===== src/rtl/ggw_pkg.sv =====
// Shared types, codes and constants for the greedy grid walk block.
// No dependencies; imported by ggw_move_sel and greedy_grid_walk.
package ggw_pkg;

    localparam int GRID_DIM = 16;   // rows and columns of the stored map
    localparam int COORD_W  = 4;
    localparam int DIM_W    = 5;
    localparam int LIMIT_W  = 12;
    localparam int STEP_W   = 13;
    localparam int CFG_IDX_W = 2;

    typedef logic [GRID_DIM-1:0] row_t;
    typedef logic [COORD_W-1:0]  coord_t;
    typedef logic [DIM_W-1:0]    dim_t;
    typedef logic [LIMIT_W-1:0]  limit_t;
    typedef logic [STEP_W-1:0]   step_t;

    localparam dim_t   RESET_WIDTH  = 5'd10;
    localparam dim_t   RESET_HEIGHT = 5'd9;
    localparam limit_t RESET_LIMIT  = 12'd1000;

    localparam logic [CFG_IDX_W-1:0] CFG_WIDTH  = 2'd0;
    localparam logic [CFG_IDX_W-1:0] CFG_HEIGHT = 2'd1;
    localparam logic [CFG_IDX_W-1:0] CFG_LIMIT  = 2'd2;

    localparam logic OP_WALL   = 1'b0;
    localparam logic OP_SEARCH = 1'b1;

    typedef enum logic [1:0] {
        ST_GOAL    = 2'd0,
        ST_LIMIT   = 2'd1,
        ST_OUTSIDE = 2'd2
    } status_t;

    typedef enum logic [2:0] {
        DIR_STAY,
        DIR_EAST,
        DIR_WEST,
        DIR_SOUTH,
        DIR_NORTH
    } dir_t;

    typedef struct packed {
        dir_t dir;
        logic dead;
    } move_t;

    // usable extent: configured size limited to the stored map
    function automatic dim_t dim_clamp(dim_t v);
        return (v > DIM_W'(GRID_DIM)) ? DIM_W'(GRID_DIM) : v;
    endfunction

endpackage


===== src/rtl/greedy_grid_walk.sv =====
// Top level of the greedy grid walk block: wall and work map memories,
// search sequencer, config registers. Depends on ggw_pkg and ggw_move_sel.
//
// A wall row beat (operation 0) gives no result. A search beat copies the
// 16-row wall map into a work map, one row per cycle, then walks: each step
// passes through a read state, which reads the rows above and below the
// current cell from the work map, and an execute state, which picks the move
// and writes the current row back with its visited bit set. A start or goal
// outside the map skips the copy and the walk and goes straight to the done
// state. The input is stalled for the whole search; a finished result waits
// in the output register while the next beat is accepted.
module greedy_grid_walk (
    input  logic                           clk,
    input  logic                           rst_n,
    input  logic                           cfg_write,
    input  logic [ggw_pkg::CFG_IDX_W-1:0]  cfg_index,
    input  logic [ggw_pkg::LIMIT_W-1:0]    cfg_data,
    input  logic                           in_valid,
    output logic                           in_stall,
    input  logic                           operation,
    input  logic [3:0]                     row_index,
    input  logic [15:0]                    row_walls,
    input  logic [3:0]                     start_x,
    input  logic [3:0]                     start_y,
    input  logic [3:0]                     goal_x,
    input  logic [3:0]                     goal_y,
    output logic                           out_valid,
    input  logic                           out_stall,
    output logic [1:0]                     status,
    output logic [12:0]                    steps_taken,
    output logic [3:0]                     final_x,
    output logic [3:0]                     final_y,
    output logic                           hit_dead_end
);
    import ggw_pkg::*;

    typedef enum logic [2:0] {
        S_IDLE,
        S_COPY,
        S_COPY_END,
        S_RD,
        S_EX,
        S_DONE
    } state_t;

    state_t  state_reg, state_next;
    dim_t    width_reg, width_next;
    dim_t    height_reg, height_next;
    limit_t  limit_reg, limit_next;
    coord_t  cx_reg, cx_next;
    coord_t  cy_reg, cy_next;
    coord_t  gx_reg, gx_next;
    coord_t  gy_reg, gy_next;
    step_t   steps_reg, steps_next;
    logic    dead_reg, dead_next;
    logic    oob_reg, oob_next;
    row_t    cur_row_reg, cur_row_next;
    coord_t  copy_cnt_reg, copy_cnt_next;
    logic    copy_wr_reg, copy_wr_next;
    coord_t  copy_waddr_reg, copy_waddr_next;
    row_t    wall_vld_reg, wall_vld_next;

    logic    out_valid_reg, out_valid_next;
    status_t status_reg, status_next;
    step_t   steps_out_reg, steps_out_next;
    coord_t  fx_reg, fx_next;
    coord_t  fy_reg, fy_next;
    logic    dead_out_reg, dead_out_next;

    // memories
    row_t    wall_mem [GRID_DIM];
    row_t    work_mem [GRID_DIM];
    row_t    wall_rd_reg;
    logic    wall_rd_vld_reg;
    row_t    up_rd_reg;
    row_t    dn_rd_reg;

    logic    in_accept;
    logic    wall_we;
    logic    work_we;
    coord_t  work_waddr;
    row_t    work_wdata;
    row_t    wall_row;
    row_t    row_marked;
    dim_t    w_eff;
    dim_t    h_eff;
    logic    at_goal;
    logic    outside;
    logic    out_free;
    move_t   move;

    assign in_stall  = (state_reg != S_IDLE);
    assign in_accept = in_valid && !in_stall;
    assign wall_we   = in_accept && (operation == OP_WALL);

    assign w_eff   = dim_clamp(width_reg);
    assign h_eff   = dim_clamp(height_reg);
    assign at_goal = (cx_reg == gx_reg) && (cy_reg == gy_reg);
    assign outside = ({1'b0, start_x} >= w_eff) || ({1'b0, start_y} >= h_eff)
                  || ({1'b0, goal_x} >= w_eff) || ({1'b0, goal_y} >= h_eff);
    assign out_free = !out_valid_reg || !out_stall;

    // rows never written read as open
    assign wall_row   = wall_rd_vld_reg ? wall_rd_reg : '0;
    assign row_marked = cur_row_reg | (row_t'(1) << cx_reg);

    ggw_move_sel u_move_sel (
        .cur_x   (cx_reg),
        .cur_y   (cy_reg),
        .goal_x  (gx_reg),
        .goal_y  (gy_reg),
        .w       (w_eff),
        .h       (h_eff),
        .row_up  (up_rd_reg),
        .row_cur (row_marked),
        .row_dn  (dn_rd_reg),
        .move    (move)
    );

    // work map write port: copy sweep or step write-back
    always_comb
    begin
        work_we    = 1'b0;
        work_waddr = copy_waddr_reg;
        work_wdata = wall_row;
        if (copy_wr_reg)
            work_we = 1'b1;
        else if (state_reg == S_EX)
        begin
            work_we    = 1'b1;
            work_waddr = cy_reg;
            work_wdata = row_marked;
        end
    end

    always_ff @(posedge clk)
    begin
        if (wall_we)
            wall_mem[row_index] <= row_walls;
        wall_rd_reg <= wall_mem[copy_cnt_reg];
    end

    always_ff @(posedge clk)
    begin
        if (work_we)
            work_mem[work_waddr] <= work_wdata;
        up_rd_reg <= work_mem[cy_reg - COORD_W'(1)];
        dn_rd_reg <= work_mem[cy_reg + COORD_W'(1)];
    end

    always_comb
    begin
        state_next      = state_reg;
        width_next      = width_reg;
        height_next     = height_reg;
        limit_next      = limit_reg;
        cx_next         = cx_reg;
        cy_next         = cy_reg;
        gx_next         = gx_reg;
        gy_next         = gy_reg;
        steps_next      = steps_reg;
        dead_next       = dead_reg;
        oob_next        = oob_reg;
        cur_row_next    = cur_row_reg;
        copy_cnt_next   = copy_cnt_reg;
        copy_wr_next    = 1'b0;
        copy_waddr_next = copy_waddr_reg;
        wall_vld_next   = wall_vld_reg;
        out_valid_next  = out_valid_reg && out_stall;
        status_next     = status_reg;
        steps_out_next  = steps_out_reg;
        fx_next         = fx_reg;
        fy_next         = fy_reg;
        dead_out_next   = dead_out_reg;

        if (cfg_write)
        begin
            case (cfg_index)
                CFG_WIDTH:  width_next  = cfg_data[DIM_W-1:0];
                CFG_HEIGHT: height_next = cfg_data[DIM_W-1:0];
                CFG_LIMIT:  limit_next  = cfg_data;
                default:    ;
            endcase
        end

        if (wall_we)
            wall_vld_next[row_index] = 1'b1;

        // pick up the start row as it passes through the copy
        if (copy_wr_reg && copy_waddr_reg == cy_reg)
            cur_row_next = wall_row;

        case (state_reg)
            S_IDLE:
            begin
                if (in_accept && operation == OP_SEARCH)
                begin
                    cx_next       = start_x;
                    cy_next       = start_y;
                    gx_next       = goal_x;
                    gy_next       = goal_y;
                    steps_next    = '0;
                    dead_next     = 1'b0;
                    oob_next      = outside;
                    copy_cnt_next = '0;
                    state_next    = outside ? S_DONE : S_COPY;
                end
            end
            S_COPY:
            begin
                copy_wr_next    = 1'b1;
                copy_waddr_next = copy_cnt_reg;
                copy_cnt_next   = copy_cnt_reg + COORD_W'(1);
                if (copy_cnt_reg == COORD_W'(GRID_DIM - 1))
                    state_next = S_COPY_END;
            end
            S_COPY_END:
            begin
                state_next = S_RD;
            end
            S_RD:
            begin
                state_next = at_goal ? S_DONE : S_EX;
            end
            S_EX:
            begin
                steps_next = steps_reg + STEP_W'(1);
                dead_next  = dead_reg | move.dead;
                case (move.dir)
                    DIR_EAST:
                    begin
                        cx_next      = cx_reg + COORD_W'(1);
                        cur_row_next = row_marked;
                    end
                    DIR_WEST:
                    begin
                        cx_next      = cx_reg - COORD_W'(1);
                        cur_row_next = row_marked;
                    end
                    DIR_SOUTH:
                    begin
                        cy_next      = cy_reg + COORD_W'(1);
                        cur_row_next = dn_rd_reg;
                    end
                    DIR_NORTH:
                    begin
                        cy_next      = cy_reg - COORD_W'(1);
                        cur_row_next = up_rd_reg;
                    end
                    default:
                    begin
                        cur_row_next = row_marked;
                    end
                endcase
                if (steps_next > {1'b0, limit_reg})
                    state_next = S_DONE;
                else
                    state_next = S_RD;
            end
            S_DONE:
            begin
                if (out_free)
                begin
                    out_valid_next = 1'b1;
                    if (oob_reg)
                        status_next = ST_OUTSIDE;
                    else if (at_goal)
                        status_next = ST_GOAL;
                    else
                        status_next = ST_LIMIT;
                    steps_out_next = steps_reg;
                    fx_next        = cx_reg;
                    fy_next        = cy_reg;
                    dead_out_next  = dead_reg;
                    state_next     = S_IDLE;
                end
            end
            default:
            begin
                state_next = S_IDLE;
            end
        endcase
    end

    always_ff @(posedge clk or negedge rst_n)
    begin
        if (!rst_n)
        begin
            state_reg      <= S_IDLE;
            width_reg      <= RESET_WIDTH;
            height_reg     <= RESET_HEIGHT;
            limit_reg      <= RESET_LIMIT;
            copy_cnt_reg   <= '0;
            copy_wr_reg    <= 1'b0;
            wall_vld_reg   <= '0;
            out_valid_reg  <= 1'b0;
        end
        else
        begin
            state_reg      <= state_next;
            width_reg      <= width_next;
            height_reg     <= height_next;
            limit_reg      <= limit_next;
            copy_cnt_reg   <= copy_cnt_next;
            copy_wr_reg    <= copy_wr_next;
            wall_vld_reg   <= wall_vld_next;
            out_valid_reg  <= out_valid_next;
        end
    end

    // payload registers, no reset
    always_ff @(posedge clk)
    begin
        cx_reg          <= cx_next;
        cy_reg          <= cy_next;
        gx_reg          <= gx_next;
        gy_reg          <= gy_next;
        steps_reg       <= steps_next;
        dead_reg        <= dead_next;
        oob_reg         <= oob_next;
        cur_row_reg     <= cur_row_next;
        copy_waddr_reg  <= copy_waddr_next;
        wall_rd_vld_reg <= wall_vld_reg[copy_cnt_reg];
        status_reg      <= status_next;
        steps_out_reg   <= steps_out_next;
        fx_reg          <= fx_next;
        fy_reg          <= fy_next;
        dead_out_reg    <= dead_out_next;
    end

    assign out_valid    = out_valid_reg;
    assign status       = status_reg;
    assign steps_taken  = steps_out_reg;
    assign final_x      = fx_reg;
    assign final_y      = fy_reg;
    assign hit_dead_end = dead_out_reg;

endmodule


===== src/rtl/ggw_move_sel.sv =====
// Neighbor selection for one walk step: bounds, wall and visited checks
// in greedy priority order. Depends on ggw_pkg.
module ggw_move_sel (
    input  ggw_pkg::coord_t cur_x,
    input  ggw_pkg::coord_t cur_y,
    input  ggw_pkg::coord_t goal_x,
    input  ggw_pkg::coord_t goal_y,
    input  ggw_pkg::dim_t   w,
    input  ggw_pkg::dim_t   h,
    input  ggw_pkg::row_t   row_up,
    input  ggw_pkg::row_t   row_cur,
    input  ggw_pkg::row_t   row_dn,
    output ggw_pkg::move_t  move
);
    import ggw_pkg::*;

    logic [DIM_W-1:0] east_x;
    logic [DIM_W-1:0] south_y;
    coord_t           west_x;
    logic             ok_e;
    logic             ok_w;
    logic             ok_s;
    logic             ok_n;

    // row_* hold wall or visited bits; a set bit blocks the cell
    always_comb
    begin
        east_x  = {1'b0, cur_x} + DIM_W'(1);
        south_y = {1'b0, cur_y} + DIM_W'(1);
        west_x  = cur_x - COORD_W'(1);
        ok_e = (east_x < w) && !row_cur[east_x[COORD_W-1:0]];
        ok_w = (cur_x != '0) && !row_cur[west_x];
        ok_s = (south_y < h) && !row_dn[cur_x];
        ok_n = (cur_y != '0) && !row_up[cur_x];
    end

    always_comb
    begin
        move.dead = 1'b0;
        if (cur_x < goal_x && ok_e)
            move.dir = DIR_EAST;
        else if (cur_y < goal_y && ok_s)
            move.dir = DIR_SOUTH;
        else if (cur_x > goal_x && ok_w)
            move.dir = DIR_WEST;
        else if (cur_y > goal_y && ok_n)
            move.dir = DIR_NORTH;
        else if (ok_e)
            move.dir = DIR_EAST;
        else if (ok_w)
            move.dir = DIR_WEST;
        else if (ok_s)
            move.dir = DIR_SOUTH;
        else if (ok_n)
            move.dir = DIR_NORTH;
        else
        begin
            move.dir  = DIR_STAY;
            move.dead = 1'b1;
        end
    end

endmodule


===== config.mk =====
export PLATFORM = sky130hd
export DESIGN_NAME = greedy_grid_walk
export DESIGN_NICKNAME = d
export VERILOG_FILES = /design/src/rtl/ggw_pkg.sv /design/src/rtl/greedy_grid_walk.sv /design/src/rtl/ggw_move_sel.sv
export SDC_FILE = /design/constraint.sdc
export NUM_CORES = 1
export LEC_CHECK = 0
export BUFFER_PORTS_ARGS = -buffer_cell sky130_fd_sc_hd__buf_2
export CAP_MARGIN = 30
export CORE_UTILIZATION = 60
export DETAILED_ROUTE_END_ITERATION = 12
export PLACE_DENSITY = 0.77
export SYNTH_ARGS = -nofsm -noshare
export SYNTH_HDL_FRONTEND = slang
export SYNTH_HIERARCHICAL = 1
export SYNTH_SLANG_ARGS = --single-unit

===== constraint.sdc =====
create_clock -name clk -period 7.9 [get_ports clk]
set_input_delay 1.58 -clock clk [delete_from_list [all_inputs] [get_ports clk]]
set_output_delay 1.58 -clock clk [all_outputs]
set_load 0.02 [all_outputs]

== Yosys cells after proc, flatten, opt, wreduce, memory -nomap -nowiden ==
Memory sizes are Yosys's and may differ from the RTL's. A register that Yosys moved wholly into a read port is not among the register bits.
Cells that the tools add are included.

* Bits in writable memories: 512
* Memories kept: 2
* Output and inout port bits: 26
* ROM bits: 0
* Bits in latches: 0
* Register bits after elaboration: 123
* Bits of input ports: 56

* Reductions and logical operators: 44
* Equal/unequal tests: 20
* Bitwise logic cells: 4
* Magnitude comparators: 19
* Mux-type cells: 67
* Divide/modulo/power cells: 0
* Multiply operators: 0
* Shift operators: 1
* $add $sub $neg: 8

{| class="wikitable"
|+ Memory list
! memory !! words !! width !! rd ports !! clocked after Yosys merged registers in !! write ports !! RTL line !! source
|-
| wall_mem || 16 || 16 || 1 || 1 || 1 || greedy_grid_walk.sv:71 || <nowiki>row_t wall_mem [GRID_DIM];</nowiki>
|-
| work_mem || 16 || 16 || 2 || 2 || 1 || greedy_grid_walk.sv:72 || <nowiki>row_t work_mem [GRID_DIM];</nowiki>
|}

{| class="wikitable"
|+ Operators with widths
! cell !! count
|-
| 16-bit two-way mux || 5
|-
| 4-bit case mux with 2 select lines || 5
|-
| 3-bit two-way mux || 13
|-
| 16-bit OR || 2
|-
| 16-bit case mux with 2 select lines || 1
|-
| 1-bit two-way mux || 26
|-
| 13-bit case mux with 2 select lines || 1
|-
| 4-bit by 5-bit less-than comparator with 1-bit output, second input constant || 5
|-
| 1-bit binary-select mux with 4-bit select || 5
|-
| 4-bit by 5-bit >= comparator with 1-bit output || 4
|-
| 4-bit two-way mux || 5
|-
| 3-bit case mux with 6 select lines || 1
|-
| 1-bit by 4-bit left shift with 16-bit output, first input constant || 1
|-
| 1-bit logical AND || 15
|-
| 2-bit AND reduction || 7
|-
| 13-bit by 1-bit adder with 13-bit output, second input constant || 1
|-
| 13-bit by 12-bit greater-than comparator with 1-bit output || 1
|-
| 13-bit two-way mux || 1
|-
| 4-bit by 1-bit adder with 4-bit output, second input constant || 3
|-
| 3-bit by 2-bit equality test with 1-bit output, second input constant || 4
|-
| 4-bit equality test || 3
|-
| 4-bit by 1-bit adder with 5-bit output, second input constant || 2
|-
| 5-bit greater-than comparator, second input constant || 2
|-
| 5-bit less-than comparator || 2
|-
| 24 further kinds || 48
|}

== Longest topological paths before layout ==
Gate-level depths: netlist of run 1.

* Depth in word-level cells: 15
* Gate-level depth with buffers: 19

== By module ==
The synthesis of run 1 kept the hierarchy.

{| class="wikitable"
|+ Modules (own cells, without submodules)
! module !! cells each !! times used !! area an instance (µm²)
|-
| greedy_grid_walk || 1634 || 1 || 29045.4
|-
| ggw_move_sel || 133 || 1 || 1232.4
|}

== Worst setup path after synthesis of run 1 ==
Ideal clock, no wire load.

* Path kind: reg-to-reg
* Start point: register cx_reg[0]
* End point: register cur_row_reg[7] (data pin)
* Setup slack: 3.317 ns
* Data required time: 7.634 ns
* Clock period less this slack: 4.583 ns
* Buffers on the path: 5
* Stages on the path, launching flop included: 19
* Data arrival time: 4.317 ns
* Cell sequence: edfxtp_1 -> buf_4 -> buf_2 -> inv_1 -> ha_1 -> clkbuf_1 -> mux4_2 -> mux2i_1 -> and2_0 -> o32a_1 -> or3_4 -> a2111oi_2 -> nor3b_1 -> or2_1 -> clkbuf_1 -> buf_2 -> nor2_1 -> a221oi_1 -> o21ai_1

{| class="wikitable"
|+ RTL lines
! what !! RTL line !! source
|-
| start, declared || greedy_grid_walk.sv:50 || <nowiki>coord_t cx_reg, cx_next;</nowiki>
|-
| start signal, assigned || greedy_grid_walk.sv:314 || <nowiki>cx_reg <= cx_next;</nowiki>
|-
| end signal, assigned || greedy_grid_walk.sv:321 || <nowiki>cur_row_reg <= cur_row_next;</nowiki>
|-
| end, declared || greedy_grid_walk.sv:57 || <nowiki>row_t cur_row_reg, cur_row_next;</nowiki>
|}

==> results of run 1 <==
-- synthesized netlist by cell type (4+ instances only) --
library cell | number | area share
edfxtp_1 | 587 | 0.58
mux4_2 | 209 | 0.16
nor2_1 | 69 | 0.0086
inv_1 | 64 | 0.0079
mux2i_1 | 61 | 0.020
o21ai_1 | 61 | 0.010
nand2_1 | 58 | 0.0072
clkbuf_1 | 55 | 0.0068
ha_1 | 55 | 0.023
dfxtp_1 | 49 | 0.032
nand3_1 | 49 | 0.0081
a21oi_1 | 46 | 0.0076
dfrtp_1 | 37 | 0.031
mux2_1 | 37 | 0.014
a221oi_1 | 32 | 0.0093
o21ai_0 | 31 | 0.0051
buf_2 | 25 | 0.0041
xnor2_1 | 21 | 0.0061
a22oi_1 | 17 | 0.0042
or2_1 | 15 | 0.0031
and2_1 | 13 | 0.0027
nand2b_1 | 13 | 0.0027
xor2_1 | 13 | 0.0038
a31oi_1 | 12 | 0.0025
dfstp_2 | 10 | 0.0087
a21o_1 | 8 | 0.0020
and3_1 | 8 | 0.0017
buf_1 | 8 | 0.00099
buf_6 | 8 | 0.0030
nand4_1 | 7 | 0.0014
nor2b_1 | 7 | 0.0014
nor3_1 | 7 | 0.0012
buf_4 | 6 | 0.0015
nor3b_1 | 6 | 0.0015
nor4_1 | 6 | 0.0012
inv_2 | 5 | 0.00062
a211oi_1 | 4 | 0.00099
o21bai_1 | 4 | 0.00099
-- cells by family (layout without fill, tap and decap cells) --
family,Yosys count,after routing,synth area share
AO/OA/AOI/OAI,238,238,0.0495
XOR/XNOR,37,37,0.0118
adder cells (fa/ha/maj),56,56,0.0234
buffers and inverters,171,340,0.0250
flip-flops,683,683,0.654
multiplexers,312,312,0.192
AND/OR/NAND/NOR,270,270,0.0443
-- power breakdown --
part	leakage (nW)	internal, mW	switching, mW
sequential	6.34	4.68	0.447
combinational	4.39	1.90	2.37
clock	1.09	1.84	1.36
total	11.8	8.42	4.18
-- metal layers --
layer  routed length [µm]  part of all wire  vias up
li1                     -                 -     7319
met1                29200              0.41     8911
met2                35000              0.49      924
met3                 5810             0.081      148
met4                 2050             0.028        6
met5                   32           0.00044        -
-- final cells by class --
| class | instances | area, µm² | area share |
|---|---|---|---|
| Clock buffer | 99 | 1950 | 0.0574 |
| Multi-Input combinational cell | 913 | 9900 | 0.291 |
| Clock inverter | 30 | 289 | 0.00849 |
| Tap cell | 664 | 831 | 0.0244 |
| Inverter | 69 | 259 | 0.00761 |
| Sequential cell | 683 | 19800 | 0.582 |
| Timing Repair Buffer | 142 | 996 | 0.0293 |
-- stage by stage --
step / total power [mW] / area, µm²
final: 12.6 / 34000
after global routing: 13.1 / 34000
after CTS: 12.6 / 34000
after detailed placement: 9.37 / 31700
after global placement: 9.19 / 31600
after floorplan: 8.12 / 30300
-- worst min path at each step --
stage / cells after the start / slack (ns) / from / end
after global placement: 0 / 0.43 / oob_reg$_DFFE_PP_ / status[1]$_SDFFCE_PP1P_
after global routing: 0 / 0.45 / oob_reg$_DFFE_PP_ / status[1]$_SDFFCE_PP1P_
final: 0 / 0.44 / oob_reg$_DFFE_PP_ / status[1]$_SDFFCE_PP1P_
after CTS: 0 / 0.44 / oob_reg$_DFFE_PP_ / status[1]$_SDFFCE_PP1P_
after detailed placement: 0 / 0.43 / oob_reg$_DFFE_PP_ / status[1]$_SDFFCE_PP1P_
after floorplan: 0 / 0.42 / oob_reg$_DFFE_PP_ / status[1]$_SDFFCE_PP1P_
-- critical path, delay by kind of cell, from the launching register on --
family | cells | cell delay (ns)
multiplexers | 2 | 0.33
buffers and inverters | 4 | 0.88
AO/OA/AOI/OAI | 5 | 1.46
AND/OR/NAND/NOR | 6 | 1.83
flip-flops | 1 | 0.88
==> reports/qor.csv, run 1 <==
metric,value,unit
status,"finished, final reports clean",
htree depth,3,
Largest regs,"wall_mem x256, work_mem x256",
startpoint types,register,
Setup WS post-layout,2.23,ns
grt met3 use,0.0507,
Syn Area/Cell,17.1,µm²
largest net degree at the start of global routing,127,
CP max-delay cell,edfxtp_1,
hold buffers post-CTS,0,
Slew @ Worst Pin,1.11,ns
Die Width,227,µm
worst hold path class,reg -> reg,
RD Place Congestion,0.899,
FMAX,0.177,GHz
final cell count without fillers,2600,
CP Capture Type,register,
setup repair bufs after CTS,0,
Fill cells,3075,
CP Max Fanout,21,
cell leakage power,11.8,nW
clock sink count,683,
IO Port Bufs,81,
placed cells,2467,
Global Route Usage Sum,0.290,
# resized after CTS,0,
Synth Flop Type,edfxtp_1,
Post-synth EDFFs,587,
Post-Route WL,72.1,mm
Syn. warnings,6,
post-synthesis register bit count,683,
"commonest non-fill, non-tap cell in the layout",edfxtp_1,
CP Class,reg -> reg,
Post-Syn Instances,1767,
Layout area overhead,12.4,%
vias per cell,6.66,
Reg2Reg Setup Slack,2.23,ns
via count of the first global-routing pass,17100,
initial core utilization,0.613,
RSZ-0062 raised after global routing,no,
max_cap viols,0,
row count,81,
met2 Track Usage GR,0.463,
layout cells sized above 1,0.264,
post-layout min period,5.67,ns
TNS Setup,0,ns
DRT Pass-1 Iters,5,
Die Ht,227,µm
Worst VDD drop,0.225,mV
Clock Pin Slew Worst Setup and Hold Paths,0.06,ns
NumNets Final,1991,
CTS Buf Count,70,
Cell Pwr Density,370,nW/µm²
total die area,51400,µm²
WL/cell,27.7,µm
share of flip-flops with an asynchronous set or reset,0.0688,
Pins Over Slew Limit,0,
most frequent cells in the layout,"587 x edfxtp_1, 209 x mux4_2, 81 x buf_2",
Tcrit/Tclk final,0.717,
Setup-failing EPs final,0,
Worst R2R Path Depth,17,
DRT iter0 DRCs,1995,
initial antenna violation count,5,
R2R Path Start,cx_reg[0]$_DFFE_PP_,
final count of hold timing violations,0,
ant diodes,0,
# IOs,82,
gr ovfl total,0,
Mapped Nets,1879,
Max Root-Sink Buffers,3,
CTS tree,done,
DPL Wire Length,43.0,mm
synthesized area,30300,µm²
Clock Skew,0.0298,ns
Util after Layout,0.690,
CP Capture Point,cur_row_reg[9]$_DFFE_PP_,
Core Region,49400,µm²
# DRC,0,
Via Count,17300,
Skew-Pair Late Insertion Delay,0.62,ns
CP Cell Sequence,buf_4 > inv_2 > nor2_1 > a21oi_1 > inv_1 > mux4_2 > mux2i_1 > and2_0 > o32a_1 > or3_4 > a2111oi_2 > nor3b_2 > buf_4 > or2_1 > nor2_1 > a221oi_1 > o21ai_1,
worst hold margin,0.443,ns
Detail Route Antenna Nets,0,
dpl ws,2.29,ns
sequential element share of the synthesized area,0.654,
Rel. slew slack,0.252,
GR Util met1,0.411,
Required @ worst endpoint,8.23,ns
first-pass GRT wire length,108,mm
Critical Path AT,5.99,ns
synth unique cells,70,
Clock Tree Root,clkbuf_16,
CP peak stage delay,0.88,ns
RR Endpoint,cur_row_reg[9]$_DFFE_PP_,
Critical Path Start,cx_reg[0]$_DFFE_PP_,
grt peak-use layer,met2,
(Power assumes the default switching activity.)
==> run 2: changes to the inputs <==
--- a/config.mk
+++ b/config.mk
@@ -7,9 +7,9 @@
 export LEC_CHECK = 0
 export BUFFER_PORTS_ARGS = -buffer_cell sky130_fd_sc_hd__buf_2
 export CAP_MARGIN = 30
-export CORE_UTILIZATION = 60
+export CORE_UTILIZATION = 56
 export DETAILED_ROUTE_END_ITERATION = 12
-export PLACE_DENSITY = 0.77
+export PLACE_DENSITY = 0.76
 export SYNTH_ARGS = -nofsm -noshare
 export SYNTH_HDL_FRONTEND = slang
 export SYNTH_HIERARCHICAL = 1
==> constraint.sdc (replaced) <==
create_clock -name clk -period 4.6 [get_ports clk]
set_input_delay 0.92 -clock clk [delete_from_list [all_inputs] [get_ports clk]]
set_output_delay 0.92 -clock clk [all_outputs]
set_load 0.02 [all_outputs]
==> run 2 against run 1 <==
Effect of this change: fmax increased by 27%; final cell count rose by 1.9%; clock skew is 0.0013 ns lower; critical path type unchanged; largest cell class unchanged; largest power group unchanged.
==> reports/qor.csv, run 2 (synthesized netlist as in run 1, its figures left out) <==
metric,value,unit
Max Root-Sink Buffers,3,
RR Endpoint,cx_reg[3]$_DFFE_PP_,
Clk network pwr share,0.253,
status,"finished, final reports clean",
DPL Wire Length,44.8,mm
row count,84,
hold buffers post-CTS,0,
Slew @ Worst Pin,1.08,ns
post-layout min period,4.46,ns
CTS tree,done,
Die Ht,235,µm
Reg area,19800,µm²
Sw Pwr,7.32,mW
clock sink count,683,
Seq pwr share,0.402,
first-pass GRT wire length,108,mm
Pins Over Slew Limit,0,
placed cells,2514,
# IOs,82,
IO Port Bufs,81,
RSZ-0062 raised after global routing,yes,
cell leakage power,12.0,nW
Rel. slew slack,0.277,
gr ovfl total,0,
Sw Share,0.334,
final count of hold timing violations,0,
Reg2Reg Setup Slack,0.14,ns
htree depth,3,
DRT iter0 DRCs,1941,
Die Width,235,µm
R2R Path Start,cx_reg[0]$_DFFE_PP_,
Critical Path AT,4.80,ns
total power,21.9,mW
FMAX,0.224,GHz
ant diodes,0,
Largest regs,"wall_mem x256, work_mem x256",
Clock Skew,0.0285,ns
Comb power frac,0.346,
Global Route Usage Sum,0.269,
vias per cell,6.55,
"commonest non-fill, non-tap cell in the layout",edfxtp_1,
WL/cell,27.2,µm
Critical Path Start,cx_reg[0]$_DFFE_PP_,
Core Region,53000,µm²
Skew-Pair Late Insertion Delay,0.62,ns
Clock Tree Root,clkbuf_16,
worst hold path class,in -> async,
Fill cells,3588,
startpoint types,register,
CTS Buf Count,69,
Setup-failing EPs final,0,
final instance area,34300,µm²
Worst R2R Path Depth,16,
DRT Pass-1 Iters,7,
Required @ worst endpoint,4.94,ns
# DRC,0,
CP Class,reg -> reg,
worst hold margin,0.156,ns
NumNets Final,2019,
Tcrit/Tclk final,0.970,
CP Max Fanout,11,
Post-Route WL,72.1,mm
Detail Route Antenna Nets,0,
Post-DP Area,31900,µm²
RD Place Congestion,0.917,
Via Count,17300,
Cell Pwr Density,639,nW/µm²
initial core utilization,0.572,
max_cap viols,0,
final cell count without fillers,2649,
Worst VDD drop,0.521,mV
Clock Pin Slew Worst Setup and Hold Paths,0.06,ns
Pint,14.6,mW
Layout area overhead,13.1,%
largest net degree at the start of global routing,100,
CP Capture Point,cx_reg[3]$_DFFE_PP_,
total die area,55000,µm²
most frequent cells in the layout,"587 x edfxtp_1, 209 x mux4_2, 82 x buf_2",
multi-input logic area,9910,µm²
layout cells sized above 1,0.280,
via count of the first global-routing pass,17500,
CP Capture Type,register,
initial antenna violation count,4,
## run 2: final cells by class
type                    instances  share of cell area
repair buffers                171              0.0347
clock buffers                  91              0.0549
flip-flops and latches        683               0.578
inverters                      69             0.00756
multi-input cells             913               0.289
clock inverters                34              0.0104
well taps                     688              0.0251
## run 2: critical path, cell delays in order (launching register included)
cell and delay, ns:
edfxtp_1 0.47, buf_4 0.26, nor2_2 0.09, a21oi_1 0.30, inv_1 0.10, mux4_2 0.52, mux2_2 0.30, a211oi_1 0.28
o32a_1 0.27, and3_1 0.24, a221o_1 0.22, nor3b_1 0.30, ha_1 0.29, a21o_1 0.16, a21oi_1 0.18, xnor2_1 0.14
o21ai_1 0.07
## run 2: layer usage
metal,up-vias,GRT usage,part of all wire
li1,7366,-,-
met1,8947,0.354,0.39
met3,174,0.0474,0.075
met4,8,0.101,0.032
met2,853,0.450,0.50
met5,-,0,0.00071
## run 2: repair_timing
item                       CTS  global route
setup endpoints to repair    0            25
gates resized for setup      0             3
setup buffers                0             1
## run 2: power by group through the flow
stage | Clock, mW | Sequential (mW) | Combinational, mW
floorplan | 0 | 8.46 | 5.48
global placement | 0 | 8.90 | 7.10
global route | 5.82 | 8.85 | 8.13
detailed placement | 0 | 8.93 | 7.38
CTS | 5.60 | 8.81 | 7.44
finish | 5.54 | 8.80 | 7.57
## run 2: how the worst min path moves through the flow
stage / start / end / slack, ns / cells past startpoint
after floorplan: oob_reg$_DFFE_PP_ / status[1]$_SDFFCE_PP1P_ / 0.42 / 0
after global placement: oob_reg$_DFFE_PP_ / status[1]$_SDFFCE_PP1P_ / 0.44 / 0
after detailed placement: wall_vld_reg[4]$_DFFE_PN0P_ / wall_vld_reg[4]$_DFFE_PN0P_ / 0.45 / 1
after CTS: rst_n / wall_vld_reg[5]$_DFFE_PN0P_ / 0.13 / 1
after global routing: rst_n / wall_vld_reg[5]$_DFFE_PN0P_ / 0.15 / 1
final: rst_n / wall_vld_reg[15]$_DFFE_PN0P_ / 0.16 / 1
## run 2: metrics by stage
| step | setup WS (ns) | TNS [ns] | util |
|---|---|---|---|
| final | 0.138 | 0 | 0.647 |
| after floorplan | 0.0165 | 0 | - |
| after detailed placement | 0.102 | 0 | 0.603 |
| after CTS | 0.0717 | 0 | 0.645 |
| after global placement | 0.316 | 0 | 0.601 |
| after global routing | -0.0645 | -0.488 | 0.647 |
